**config.mk**
```make
export PLATFORM = sky130hd
export DESIGN_NAME = imu_static_mean_init
export DESIGN_NICKNAME = d
export VERILOG_FILES = /design/src/hdl/imsm_pkg.sv /design/src/hdl/imsm_div.sv /design/src/hdl/imu_static_mean_init.sv
export SDC_FILE = /design/constraint.sdc
export NUM_CORES = 1
export LEC_CHECK = 0
export BUFFER_PORTS_ARGS = -buffer_cell sky130_fd_sc_hd__clkbuf_2
export CORE_ASPECT_RATIO = 0.9
export CORE_MARGIN = 2
export CORE_UTILIZATION = 60
export CTS_CLUSTER_SIZE = 20
export DETAILED_ROUTE_END_ITERATION = 6
export HOLD_SLACK_MARGIN = 0.12
export PLACE_DENSITY_LB_ADDON = 0.1
export SLEW_MARGIN = 20
export SYNTH_ARGS = -nofsm -noshare
export SYNTH_HDL_FRONTEND = slang
export SYNTH_SLANG_ARGS = --single-unit
```
**constraint.sdc**
```tcl
create_clock -name clk -period 36 [get_ports clk]
set_input_delay 1.8 -clock clk [delete_from_list [all_inputs] [get_ports clk]]
set_output_delay 1.8 -clock clk [all_outputs]
set_load 0.05 [all_outputs]
```
**src/hdl/imsm_pkg.sv**
```systemverilog
package imsm_pkg;

  // Field widths
  localparam int SAMPLE_BITS = 16;
  localparam int FRAC_BITS   = 16;
  localparam int COUNT_BITS  = 24;
  localparam int TARGET_BITS = 16;
  localparam int MEAN_BITS   = 32;
  localparam int NUM_AXES    = 6;
  localparam int AXES_PER_SENSOR = 3;

  // Difference of scaled sample and mean, one guard bit for the sign
  localparam int SCALED_BITS = SAMPLE_BITS + FRAC_BITS;
  localparam int DIFF_BITS   = ((SCALED_BITS > MEAN_BITS) ? SCALED_BITS : MEAN_BITS) + 1;
  localparam int MAG_BITS    = DIFF_BITS - 1;
  localparam int SUM_BITS    = DIFF_BITS + 1;

  // Serial divider step counter
  localparam int STEP_W = $clog2(MAG_BITS);
  localparam logic [STEP_W-1:0] LAST_STEP = STEP_W'(MAG_BITS - 1);

  // Configuration register indexes
  localparam int CFG_INDEX_W = 2;
  localparam int CFG_DATA_W  = 16;
  localparam logic [CFG_INDEX_W-1:0] REG_ENABLE   = 2'd0;
  localparam logic [CFG_INDEX_W-1:0] REG_NED_SWAP = 2'd1;
  localparam logic [CFG_INDEX_W-1:0] REG_TARGET   = 2'd2;

  // Reset values
  localparam logic [TARGET_BITS-1:0] TARGET_INIT = TARGET_BITS'(100);
  localparam logic [MEAN_BITS-1:0]   MEAN_Z_INIT = -(MEAN_BITS'(1) << FRAC_BITS);
  localparam int AXIS_ACCEL_Z = 2;

  // Divider request and result
  typedef struct packed {
    logic                  start;
    logic [MAG_BITS-1:0]   dividend;
    logic [COUNT_BITS-1:0] divisor;
  } div_req_t;

  typedef struct packed {
    logic                done;
    logic [MAG_BITS-1:0] quotient;
  } div_res_t;

endpackage

```
**src/hdl/imsm_div.sv**
```systemverilog
// Restoring unsigned divider, one quotient bit per cycle
module imsm_div (
  input  logic               clk,
  input  logic               rst,
  input  imsm_pkg::div_req_t req,
  output imsm_pkg::div_res_t res
);
  import imsm_pkg::*;

  logic                  busy;
  logic                  done;
  logic [STEP_W-1:0]     step;
  logic [COUNT_BITS-1:0] rem;
  logic [COUNT_BITS-1:0] divisor;
  logic [MAG_BITS-1:0]   quo;
  logic [COUNT_BITS:0]   shifted;
  logic [COUNT_BITS+1:0] trial;

  // Bring down the next dividend bit and try the subtract
  assign shifted = {rem, quo[MAG_BITS-1]};
  assign trial   = {1'b0, shifted} - {2'b00, divisor};

  always_ff @(posedge clk) begin
    if (rst) begin
      busy <= 1'b0;
      done <= 1'b0;
      step <= '0;
    end else begin
      done <= 1'b0;
      if (req.start) begin
        busy    <= 1'b1;
        step    <= '0;
        rem     <= '0;
        quo     <= req.dividend;
        divisor <= req.divisor;
      end else if (busy) begin
        if (!trial[COUNT_BITS+1]) begin
          rem <= trial[COUNT_BITS-1:0];
          quo <= {quo[MAG_BITS-2:0], 1'b1};
        end else begin
          rem <= shifted[COUNT_BITS-1:0];
          quo <= {quo[MAG_BITS-2:0], 1'b0};
        end
        step <= step + 1'b1;
        if (step == LAST_STEP) begin
          busy <= 1'b0;
          done <= 1'b1;
        end
      end
    end
  end

  assign res.done     = done;
  assign res.quotient = quo;

endmodule

```
**src/hdl/imu_static_mean_init.sv**
```systemverilog
// Channel  Dir  Width  Contents
// s_*      in   96+1   six raw samples in tdata, package end in tlast
// m_*      out  192+1  six Q16.16 means in tdata, ready flag in tuser
// cfg_*    in   2+16   register index and write data
//
// A word taken while averaging runs six axes through one serial divider,
// one quotient bit a cycle. Once averaging is done, a word is only taken,
// and a package end starts a report; while disabled, words are dropped.
// A new word is taken only when the previous one is finished; a pending
// result waits in the output register and stalls only the next report.
// Reset is synchronous and needs no clearing pass.
module imu_static_mean_init (
  input  logic                                             clk,
  input  logic                                             rst,
  // accel_x, accel_y, accel_z, gyro_x, gyro_y, gyro_z (16 bits each)
  input  logic [imsm_pkg::NUM_AXES*imsm_pkg::SAMPLE_BITS-1:0] s_tdata,
  input  logic                                             s_tlast,
  input  logic                                             s_tvalid,
  output logic                                             s_tready,
  // mean_accel_x .. mean_gyro_z (32 bits each)
  output logic [imsm_pkg::NUM_AXES*imsm_pkg::MEAN_BITS-1:0] m_tdata,
  // ready_res
  output logic                                             m_tuser,
  output logic                                             m_tvalid,
  input  logic                                             m_tready,
  input  logic                                             cfg_valid,
  output logic                                             cfg_ready,
  input  logic [imsm_pkg::CFG_INDEX_W-1:0]                 cfg_index,
  input  logic [imsm_pkg::CFG_DATA_W-1:0]                  cfg_data
);
  import imsm_pkg::*;

  localparam int AXIS_W = $clog2(NUM_AXES);
  localparam logic [AXIS_W-1:0] LAST_AXIS = AXIS_W'(NUM_AXES - 1);

  localparam logic [2:0] ST_IDLE   = 3'd0;
  localparam logic [2:0] ST_DIFF   = 3'd1;
  localparam logic [2:0] ST_DIVST  = 3'd2;
  localparam logic [2:0] ST_DIVW   = 3'd3;
  localparam logic [2:0] ST_APPLY  = 3'd4;
  localparam logic [2:0] ST_COUNT  = 3'd5;
  localparam logic [2:0] ST_REPORT = 3'd6;

  // Negate with saturation of the most negative code
  function automatic logic signed [SAMPLE_BITS-1:0] sat_neg(
    input logic signed [SAMPLE_BITS-1:0] v
  );
    logic signed [SAMPLE_BITS-1:0] r;
    if (v == {1'b1, {(SAMPLE_BITS-1){1'b0}}}) r = {1'b0, {(SAMPLE_BITS-1){1'b1}}};
    else r = -v;
    return r;
  endfunction

  logic [2:0]                     state;
  logic [AXIS_W-1:0]              axis;
  logic                           enable;
  logic                           ned_swap;
  logic [TARGET_BITS-1:0]         sample_target;
  logic [COUNT_BITS-1:0]          sample_count;
  logic                           done_flag;
  logic                           last_flag;
  logic                           diff_neg;
  logic signed [MEAN_BITS-1:0]    mean [NUM_AXES];
  logic signed [SAMPLE_BITS-1:0]  samp [NUM_AXES];
  logic signed [SAMPLE_BITS-1:0]  raw  [NUM_AXES];
  logic signed [SAMPLE_BITS-1:0]  swp  [NUM_AXES];
  logic signed [DIFF_BITS-1:0]    diff;
  logic        [DIFF_BITS-1:0]    diff_abs;
  logic signed [DIFF_BITS-1:0]    qsig;
  logic signed [SCALED_BITS-1:0]  scaled;
  logic signed [SUM_BITS-1:0]     sum;
  logic signed [MEAN_BITS-1:0]    mean_next;
  logic                           s_accept;
  logic                           slot_free;
  logic                           done_next;
  div_req_t                       div_req;
  div_res_t                       div_res;

  assign s_tready  = (state == ST_IDLE);
  assign s_accept  = s_tvalid && s_tready;
  assign cfg_ready = 1'b1;
  assign slot_free = !m_tvalid || m_tready;

  // Unpack and optional NED to ENU conversion per sensor triple
  always_comb begin
    for (int i = 0; i < NUM_AXES; i++) begin
      raw[i] = s_tdata[i*SAMPLE_BITS +: SAMPLE_BITS];
      swp[i] = raw[i];
    end
    if (ned_swap) begin
      for (int g = 0; g < NUM_AXES; g += AXES_PER_SENSOR) begin
        swp[g]     = raw[g+1];
        swp[g+1]   = raw[g];
        swp[g+2]   = sat_neg(raw[g+2]);
      end
    end
  end

  // Datapath for the axis at the head of the ring
  assign scaled   = $signed({samp[0], {FRAC_BITS{1'b0}}});
  assign diff_abs = diff[DIFF_BITS-1] ? -diff : diff;
  assign sum      = SUM_BITS'(mean[0]) + SUM_BITS'(qsig);

  // Saturate the new mean to the output range
  always_comb begin
    if (sum[SUM_BITS-1:MEAN_BITS-1] == '0 || sum[SUM_BITS-1:MEAN_BITS-1] == '1)
      mean_next = sum[MEAN_BITS-1:0];
    else if (sum[SUM_BITS-1])
      mean_next = {1'b1, {(MEAN_BITS-1){1'b0}}};
    else
      mean_next = {1'b0, {(MEAN_BITS-1){1'b1}}};
  end

  assign done_next = done_flag || (sample_count > COUNT_BITS'(sample_target));

  assign div_req.start    = (state == ST_DIVST);
  assign div_req.dividend = diff_abs[MAG_BITS-1:0];
  assign div_req.divisor  = sample_count;

  imsm_div u_div (
    .clk (clk),
    .rst (rst),
    .req (div_req),
    .res (div_res)
  );

  // Configuration registers
  always_ff @(posedge clk) begin
    if (rst) begin
      enable        <= 1'b1;
      ned_swap      <= 1'b0;
      sample_target <= TARGET_INIT;
    end else if (cfg_valid && cfg_ready) begin
      case (cfg_index)
        REG_ENABLE:   enable        <= cfg_data[0];
        REG_NED_SWAP: ned_swap      <= cfg_data[0];
        REG_TARGET:   sample_target <= cfg_data[TARGET_BITS-1:0];
        default:      ;
      endcase
    end
  end

  // Sequencer, mean ring and output register
  always_ff @(posedge clk) begin
    if (rst) begin
      state        <= ST_IDLE;
      axis         <= '0;
      sample_count <= COUNT_BITS'(1);
      done_flag    <= 1'b0;
      m_tvalid     <= 1'b0;
      for (int i = 0; i < NUM_AXES; i++)
        mean[i] <= (i == AXIS_ACCEL_Z) ? MEAN_Z_INIT : '0;
    end else begin
      // report state reloads the output register itself
      if (m_tvalid && m_tready && state != ST_REPORT) m_tvalid <= 1'b0;
      case (state)
        ST_IDLE: begin
          if (s_accept) begin
            last_flag <= s_tlast;
            for (int i = 0; i < NUM_AXES; i++) samp[i] <= swp[i];
            if (enable) begin
              if (!done_flag) begin
                axis  <= '0;
                state <= ST_DIFF;
              end else if (s_tlast) begin
                state <= ST_REPORT;
              end
            end
          end
        end
        ST_DIFF: begin
          diff  <= DIFF_BITS'(scaled) - DIFF_BITS'(mean[0]);
          state <= ST_DIVST;
        end
        ST_DIVST: begin
          diff_neg <= diff[DIFF_BITS-1];
          state    <= ST_DIVW;
        end
        ST_DIVW: begin
          if (div_res.done) begin
            qsig  <= diff_neg ? -$signed({1'b0, div_res.quotient})
                              : $signed({1'b0, div_res.quotient});
            state <= ST_APPLY;
          end
        end
        ST_APPLY: begin
          // rotate ring: updated mean goes to the tail
          for (int i = 0; i < NUM_AXES - 1; i++) begin
            mean[i] <= mean[i+1];
            samp[i] <= samp[i+1];
          end
          mean[NUM_AXES-1] <= mean_next;
          samp[NUM_AXES-1] <= samp[0];
          if (axis == LAST_AXIS) begin
            state <= ST_COUNT;
          end else begin
            axis  <= axis + 1'b1;
            state <= ST_DIFF;
          end
        end
        ST_COUNT: begin
          if (sample_count != '1) sample_count <= sample_count + 1'b1;
          state <= last_flag ? ST_REPORT : ST_IDLE;
        end
        ST_REPORT: begin
          if (slot_free) begin
            for (int i = 0; i < NUM_AXES; i++)
              m_tdata[i*MEAN_BITS +: MEAN_BITS] <= mean[i];
            m_tuser   <= done_next;
            done_flag <= done_next;
            m_tvalid  <= 1'b1;
            state     <= ST_IDLE;
          end
        end
        default: state <= ST_IDLE;
      endcase
    end
  end

`ifndef SYNTH
  // averaging never resumes once finished
  a_done_sticky: assert property (@(posedge clk) disable iff (rst)
    done_flag |=> done_flag)
    else $error("done flag cleared");

  // divisor is never zero
  a_count_nonzero: assert property (@(posedge clk) disable iff (rst)
    sample_count != '0)
    else $error("sample count reached zero");

  // frozen means are never rewritten
  a_no_update_when_done: assert property (@(posedge clk) disable iff (rst)
    (state == ST_APPLY) |-> !done_flag)
    else $error("mean update after averaging finished");

  // a pending result is never overwritten
  a_report_waits: assert property (@(posedge clk) disable iff (rst)
    (state == ST_REPORT && m_tvalid && !m_tready) |=> (state == ST_REPORT))
    else $error("report issued over a pending result");
`endif

endmodule
```
; Word-level counts from Yosys, hierarchy flattened
; Memory sizes are Yosys's and may differ from the RTL's.
; Index checks and enable logic that the tools add are counted.
[word_totals]
output_inout_bits = 196
mem_bits_rw = 288
reg_bits = 398
input_bits = 120
mem_count = 2
word_cells = 151
[classes]
eq_ne = 22
addsub = 10
n_lt_le_gt_ge = 1
reduce_logical = 27
n_bitwise = 14
muxes = 54
[memory_table]
columns = name, depth, word_bits, rd, rd_clocked_by_memory_dff, wr, line_no
row1 = mean, 6, 32, 6, 0, 6, imu_static_mean_init.sv:63  ; logic signed [MEAN_BITS-1:0] mean [NUM_AXES];
row2 = samp, 6, 16, 6, 0, 6, imu_static_mean_init.sv:64  ; logic signed [SAMPLE_BITS-1:0] samp [NUM_AXES];
[ops]
columns = cell, count
row1 = $mux W32, 12
row2 = $mux W16, 8
row3 = $mux W96, 1
row4 = $mux W24, 2
row5 = $mux W3, 12
row6 = $add A32 B33 Y34, 1
row7 = $neg A32 Y33, 1
row8 = $sub A32 B32 Y33, 1
row9 = $eq A16 B16 Y1 const B, 2
row10 = $neg A16 Y16, 2
row11 = $neg A32 Y32, 1
row12 = $sub A25 B24 Y26, 1
row13 = $add A24 B1 Y24 const B, 1
row14 = $gt A24 B16 Y1, 1
row15 = $ne A24 B24 Y1 const B, 1
row16 = $pmux W3 S7, 1
row17 = $mux W1, 17
row18 = $reduce_and A2 Y1, 8
row19 = $eq A3 B3 Y1 const B, 5
row20 = $or A1 B1 Y1, 12
row21 = $reduce_and A5 Y1, 2
row22 = $reduce_and A3 Y1, 3
row23 = $eq A3 B2 Y1 const B, 2
row24 = $logic_not A3 Y1, 2
row25 = other kinds (18), 29

; Longest topological paths before layout
; Gate-level depths: netlist of run 1.
[logic_depth]
depth_word = 7
ltp_mapped = 14
depth_no_buf = 13

; By module
; A second synthesis of run 1 with hierarchy kept.
[unflattened]
cells_unflattened = 2464
hier_area_um2 = 31457.7
[modules_own_cells]
columns = mod, cells_per_inst, seq_area_each_um2, area_each_um2, instances
row1 = imu_static_mean_init, 2068, 17486.8, 26689.3, 1
row2 = imsm_div, 396, 2542.4, 4768.3, 1

; Least setup slack after synthesis of run 1
; Ideal clock, no wire load.
[synth_timing]
kind = in2reg
from = input rst
to = register m_tdata[0] (netlist name) (read register of mean), enable pin
setup_slack_ns = 19.984
path_stages = 2
path_buffers = 1
setup_time_ns = 0.984
arrival_ns = 15.032
required_ns = 35.016
cell_sequence = clkbuf_1 > nor3_1
[synth_between]
elab_chain_len = 2
[synth_rtl]
columns = item, line_no
row1 = from (decl), imu_static_mean_init.sv:14  ; input logic rst,
row2 = $not A1 Y1 (no source line), n/a
row3 = $reduce_and A3 Y1 (no source line), n/a
row4 = to (decl), imu_static_mean_init.sv:21  ; output logic [imsm_pkg::NUM_AXES*imsm_pkg::MEAN_BITS-1:0] m_tdata,
; Every way passes these cells.
; A chain may end at the register's enable or synchronous reset.

==> results of run 1 <==
==> logic make-up (layout without fill, tap and decap cells) <==
| group | count (synthesis) | count (layout) | share of synthesized area |
|---|---|---|---|
| other cells | 1 | 1 | 0.000120 |
| xor+xnor | 185 | 185 | 0.0519 |
| buf+inv | 187 | 547 | 0.0228 |
| flops | 686 | 686 | 0.642 |
| mux | 91 | 91 | 0.0292 |
| simple gates | 753 | 753 | 0.121 |
| compound gates | 476 | 476 | 0.0923 |
| fa+ha+maj | 101 | 101 | 0.0410 |
==> critical path: cells and delay by family <==
family / cells / cell delay [ns]
and+or+nand+nor: 2 / 1.05
buffers and inverters: 4 / 1.41
AOI/OAI and AO/OA: 1 / 0.42
==> layout make-up <==
class | count | area, um2 | area share
clock buffers | 80 | 1770 | 0.0494
clock inverters | 43 | 497 | 0.0139
inverters | 91 | 342 | 0.00955
multi-input cells | 1607 | 10500 | 0.294
flip-flops and latches | 686 | 20000 | 0.560
well taps | 688 | 861 | 0.0241
repair buffers | 333 | 1740 | 0.0487
==> power by group <==
part / switching (W) / total, W / internal [W]
clock network: 0.000303 / 0.000718 / 0.000415
registers: 0.0000206 / 0.000924 / 0.000903
logic: 0.0000775 / 0.000128 / 0.0000502
==> final timing paths <==
check,startpoint,to,cells after the start
max,rst,mean[5][28],7
min,mean[5][19],m_tdata[179],0
max reg2reg,state[2],mean[5][28],6
min reg2reg,mean[5][19],m_tdata[179],0
==> layout by cell type (no fill, tap or decap), drive strengths merged, types with 57 or more instances in the layout <==
cell type,count
edfxtp,629
clkbuf,394
nand2,228
o21ai,202
nor2,168
and2,151
a21oi,109
ha,99
xnor2,97
inv,94
mux2i,90
xor2,88
dfxtp,57
==> per-stage QoR <==
stage	setup slack [ns]	power, W	area (um2)
detailed placement	30.84	0.00107	33500
CTS	31.49	0.00178	35800
floorplan	19.98	0.00103	31200
finish	31.42	0.00177	35800
global route	31.19	0.00183	35800
global placement	30.94	0.00106	33500
==> layer usage <==
layer	track usage	vias up	wire, um
met5	0	-	0
met4	0.0622	0	1360
met3	0.0370	102	3540
met2	0.388	561	30700
met1	0.340	9417	29000
li1	-	9658	-
==> registers in the layout (all words and copies together), names as in the netlist <==
register and count:
samp 96, m_tdata 192, ned_swap 1, diff_neg 1, enable 1, u_div.divisor 24
u_div.quo 32, mean 192, u_div.done 1, m_tuser 1, last_flag 1, m_tvalid 1
qsig 33, u_div.step 5, state 3, axis 3, done_flag 1, u_div.rem 24
u_div.busy 1, diff 33, sample_count 24, sample_target 16
==> results_dict.tcl, run 1 <==
set metrics [dict create \
    status "completed" \
    gp_congestion 0.921 \
    final.setup.tns_ns 0 \
    dp_cells 3405 \
    crit_top_cell "buf_4" \
    r2r_slack_ns 31.64 \
    final_cells 3528 \
    clock_latency_ns 0.62 \
    end_kind "flop" \
    slew_headroom 0.255 \
    synth_area_leaders "edfxtp_1 61%, ha_1 4.0%, dfxtp_1 3.7%" \
    antenna_left 0 \
    vias 19700 \
    cap_viol_max_count 0 \
    first_pass_iters 6 \
    post_cts_buffers 0 \
    min_period_over_period 0.127 \
    wl_um 64500 \
    final_util 0.693 \
    io_buffers 314 \
    hold_path.class "reg -> reg" \
    clockRootBuffer "clkbuf_16" \
    layout-drive-gt1-share 0.166 \
    numCtsBuffers 68 \
    crit_chain "clkbuf_2 > buf_4 > nor2b_4 > buf_4 > buf_12 > nand2_1 > o31ai_1" \
    synth_seq_cells 686 \
    rsz0062_at_grt "false" \
    yosysTopAreaCell "edfxtp_1" \
    power_density_nw_per_um2 49.5 \
    path_max_fanout 225 \
    cts_buffer_depth 3 \
    syn_nets 2701 \
    synth_top_area_share 0.605 \
    synth_cell_types 74 \
    avgSynthCellArea_um2 12.6 \
    holdBufCountCts 0 \
    core_area_um2 51600 \
    yosysMostFrequentCell "edfxtp_1" \
    grt_pass1_vias 18700 \
    yosysWarnings 0 \
    clock.fmax_mhz 218 \
    die_area_um2 53900 \
    synthTopCellsByCount "629 x edfxtp_1, 228 x nand2_1, 197 x o21ai_0, 168 x nor2_1, 151 x and2_1" \
    grt_usage 0.239 \
    crit_arrival_ns 5.00 \
    cts_num_sinks 686 \
    p_leak_nw 13.3 \
    cts_tree "done" \
    grt_overflow 0 \
    synth-edff-count 629 \
    cp-start-kind "input port" \
    dpl.hpwl_um 45400 \
    dieHeight_um 220 \
    hold_violations 0 \
    dr.first_iter.drc_count 1594 \
    grt_max_degree 226 \
    setup_viol 0 \
    synth_seq_area_share 0.642 \
    syn2layout_area_growth_pct 14.6 \
    die_x_um 244 \
    n_antenna_cell 0 \
    rows 79 \
    drt-vias-per-instance 5.59 \
    cts_resized 0 \
    nFillCells 3671 \
    synthFlopType "edfxtp_1" \
    slowest_delay_ns 0.74 \
    syn_inst 2480 \
    antenna_found_initial 0 \
    required_ns 36.42 \
    worst_pin_slew_ns 1.12 \
    grt_pass1_wl_um 99900 \
    min_period_ns 4.58 \
    start_util 0.605 \
    drc 0 \
    max-vdd-ir-drop_uv 39.1 \
    whs_ns 0.424 \
    crit_type "in -> reg" \
    nets 3008 \
    cts_max_level 3 \
    skew_ns 0.0201 \
    final-max-slew-violation-count 0 \
    async_flop_share 0 \
    cpMaxStageDelayCell "nand2_1" \
    num_io_pins 316 \
    cts.reportedPaths.clkPinSlew_ns 0.06 \
    wl_per_cell_um 18.3 \
    syn_area_um2 31200 \
]
Note: power is estimated with default switching activity, not from simulation.
==> inputs of run 2 (changes only) <==
--- a/config.mk
+++ b/config.mk
@@ -8,7 +8,7 @@
 export BUFFER_PORTS_ARGS = -buffer_cell sky130_fd_sc_hd__clkbuf_2
 export CORE_ASPECT_RATIO = 0.9
 export CORE_MARGIN = 2
-export CORE_UTILIZATION = 60
+export CORE_UTILIZATION = 54
 export CTS_CLUSTER_SIZE = 20
 export DETAILED_ROUTE_END_ITERATION = 6
 export HOLD_SLACK_MARGIN = 0.12
==> constraint.sdc (replaced) <==
create_clock -name clk -period 4 [get_ports clk]
set_input_delay 0.2 -clock clk [delete_from_list [all_inputs] [get_ports clk]]
set_output_delay 0.2 -clock clk [all_outputs]
set_load 0.05 [all_outputs]
==> run 2 against run 1 <==
Compared with the run above:
- via count grew 5.0%
- sequential share of layout area is 2.6 points lower
- worst setup slack worse by 31 ns
- highest routed layer unchanged
==> results_dict.tcl, run 2 (same netlist as run 1, synthesis figures left out) <==
set metrics [dict create \
    path_max_fanout 24 \
    clockRootBuffer "clkbuf_16" \
    status "completed" \
    r2r_slack_ns 0.38 \
    holdPathEnd "samp[0][6]" \
    rsz0062_at_grt "false" \
    dpl.hpwl_um 49100 \
    rows 83 \
    dieHeight_um 232 \
    grt_overflow 0 \
    setup_viol 0 \
    drt-vias-per-instance 5.48 \
    layout-drive-gt1-share 0.161 \
    end_kind "flop" \
    clock_latency_ns 0.62 \
    max-vdd-ir-drop_uv 308 \
    num_io_pins 316 \
    grt_pass1_wl_um 111000 \
    antenna_left 0 \
    crit_top_cell "o21ai_0" \
    core_area_um2 57100 \
    skew_ns 0.0200 \
    cts_num_sinks 686 \
    cap_viol_max_count 0 \
    holdBufCountCts 150 \
    gr-usage-met1 0.335 \
    worst_pin_slew_ns 1.03 \
    wl_per_cell_um 18.8 \
    whs_ns 0.111 \
    io_buffers 314 \
    whs_path_depth 3 \
    top_regs "m_tdata x192, mean x192, samp x96" \
    r2r_start "mean[0][8]" \
    vias 20700 \
    crit_type "reg -> reg" \
    first_pass_iters 5 \
    grt_usage 0.238 \
    final-max-slew-violation-count 0 \
    grt_busiest_layer "met2" \
    cts_max_level 3 \
    post_cts_buffers 0 \
    drc 0 \
    p_leak_nw 14.0 \
    grt_max_degree 116 \
    required_ns 4.45 \
    dr.first_iter.drc_count 1325 \
    slowest_delay_ns 0.66 \
    cpMaxStageDelayCell "a311oi_1" \
    cp-start-kind "flop" \
    crit_chain "ha_1 > nand2_1 > o21ai_0 > a22oi_1 > a311oi_1 > nor3_1 > o21ai_0 > a21o_1 > nand2_1 > buf_4 > o21ai_0" \
    clock.fmax_mhz 276 \
    grt.met3_usage 0.0353 \
    cts.reportedPaths.clkPinSlew_ns 0.06 \
    hold_violations 0 \
    die_area_um2 59800 \
    rr_worst_depth 11 \
    crit_arrival_ns 4.07 \
    slew_headroom 0.316 \
    hold_path.class "in -> reg" \
    hold_path.startpoint "s_tdata[6]" \
    nets 3182 \
    final_cell_mix "629 x edfxtp_1, 314 x clkbuf_2, 228 x nand2_1" \
    antenna_found_initial 0 \
    use_met2 0.383 \
    start_util 0.547 \
    cts_resized 0 \
    min_period_ns 3.62 \
    wl_um 71200 \
    min_period_over_period 0.905 \
    die_x_um 257 \
    cts_buffer_depth 3 \
    syn2layout_area_growth_pct 20.1 \
    grt_pass1_vias 20300 \
    gp_congestion 0.913 \
    cts_tree "done" \
    final_common_cell "edfxtp_1" \
    total_power_w 0.0159 \
    numCtsBuffers 70 \
    power_density_nw_per_um2 423 \
    r2r_end "mean[5][12]" \
]
-- run 2: cell types whose count changed in the layout (fill, tap and decap cells not counted), moves of 3 or more --
| cell | delta |
|---|---|
| buf_12 | +5 |
| buf_4 | +18 |
| bufinv_16 | -4 |
| clkbuf_1 | +4 |
| clkinv_1 | +9 |
| clkinv_2 | -3 |
| clkinvlp_4 | -6 |
| diode_2 | +3 |
| dlygate4sd3_1 | +150 |
-- run 2: routing by layer --
metal / share of wire / wire, um / up-vias
met3: 0.048 / 3420 / 153
met2: 0.47 / 33200 / 596
met5: 0 / 0 / -
li1: - / - / 10000
met4: 0.029 / 2100 / 0
met1: 0.46 / 32500 / 9955
-- run 2: per-stage QoR --
step	setup slack, ns	cells	cell area, um2	setup TNS, ns	utilization
floorplan	-1.76	2480	31300	-449.53	-
global placement	0.482	3504	33800	0	0.592
detailed placement	0.362	3504	33800	0	0.592
CTS	0.354	3778	37500	0	0.656
global route	0.0593	3778	37500	0	0.656
finish	0.380	3781	37500	0	0.656
-- run 2: worst max-delay path, delay by kind of cell, from the launching register on --
| kind | cells | cell delay [ns] |
|---|---|---|
| AOI/OAI and AO/OA | 6 | 1.76 |
| DFF | 1 | 0.50 |
| adders and majority gates | 1 | 0.45 |
| and+or+nand+nor | 3 | 0.43 |
| buffers and inverters | 1 | 0.30 |
-- run 2: layout make-up --
class	instances	area, um2
Fill cell	4335	19600
Multi-Input combinational cell	1607	10500
Sequential cell	686	20000
Clock buffer	85	1810
Clock inverter	39	335
Tap cell	765	957
Antenna cell	3	7.51
Timing Repair Buffer	505	3470
Inverter	91	342
-- run 2: worst max path at each step --
stage	startpoint	depth (start not counted)	endpoint	slack, ns
floorplan	state[0]	3	m_tdata[0]	-1.76
global placement	mean[0][20]	11	mean[5][20]	0.48
detailed placement	mean[0][20]	11	mean[5][3]	0.36
CTS	mean[0][20]	11	mean[5][19]	0.35
global route	mean[0][8]	11	mean[5][9]	0.06
finish	mean[0][8]	11	mean[5][12]	0.38
-- run 2: report_power, final --
group	total [W]	leakage, nW	switching [W]	internal (W)
registers	0.00831	6.37	0.000180	0.00813
logic	0.00132	6.54	0.000746	0.000569
clock network	0.00623	1.05	0.00273	0.00350
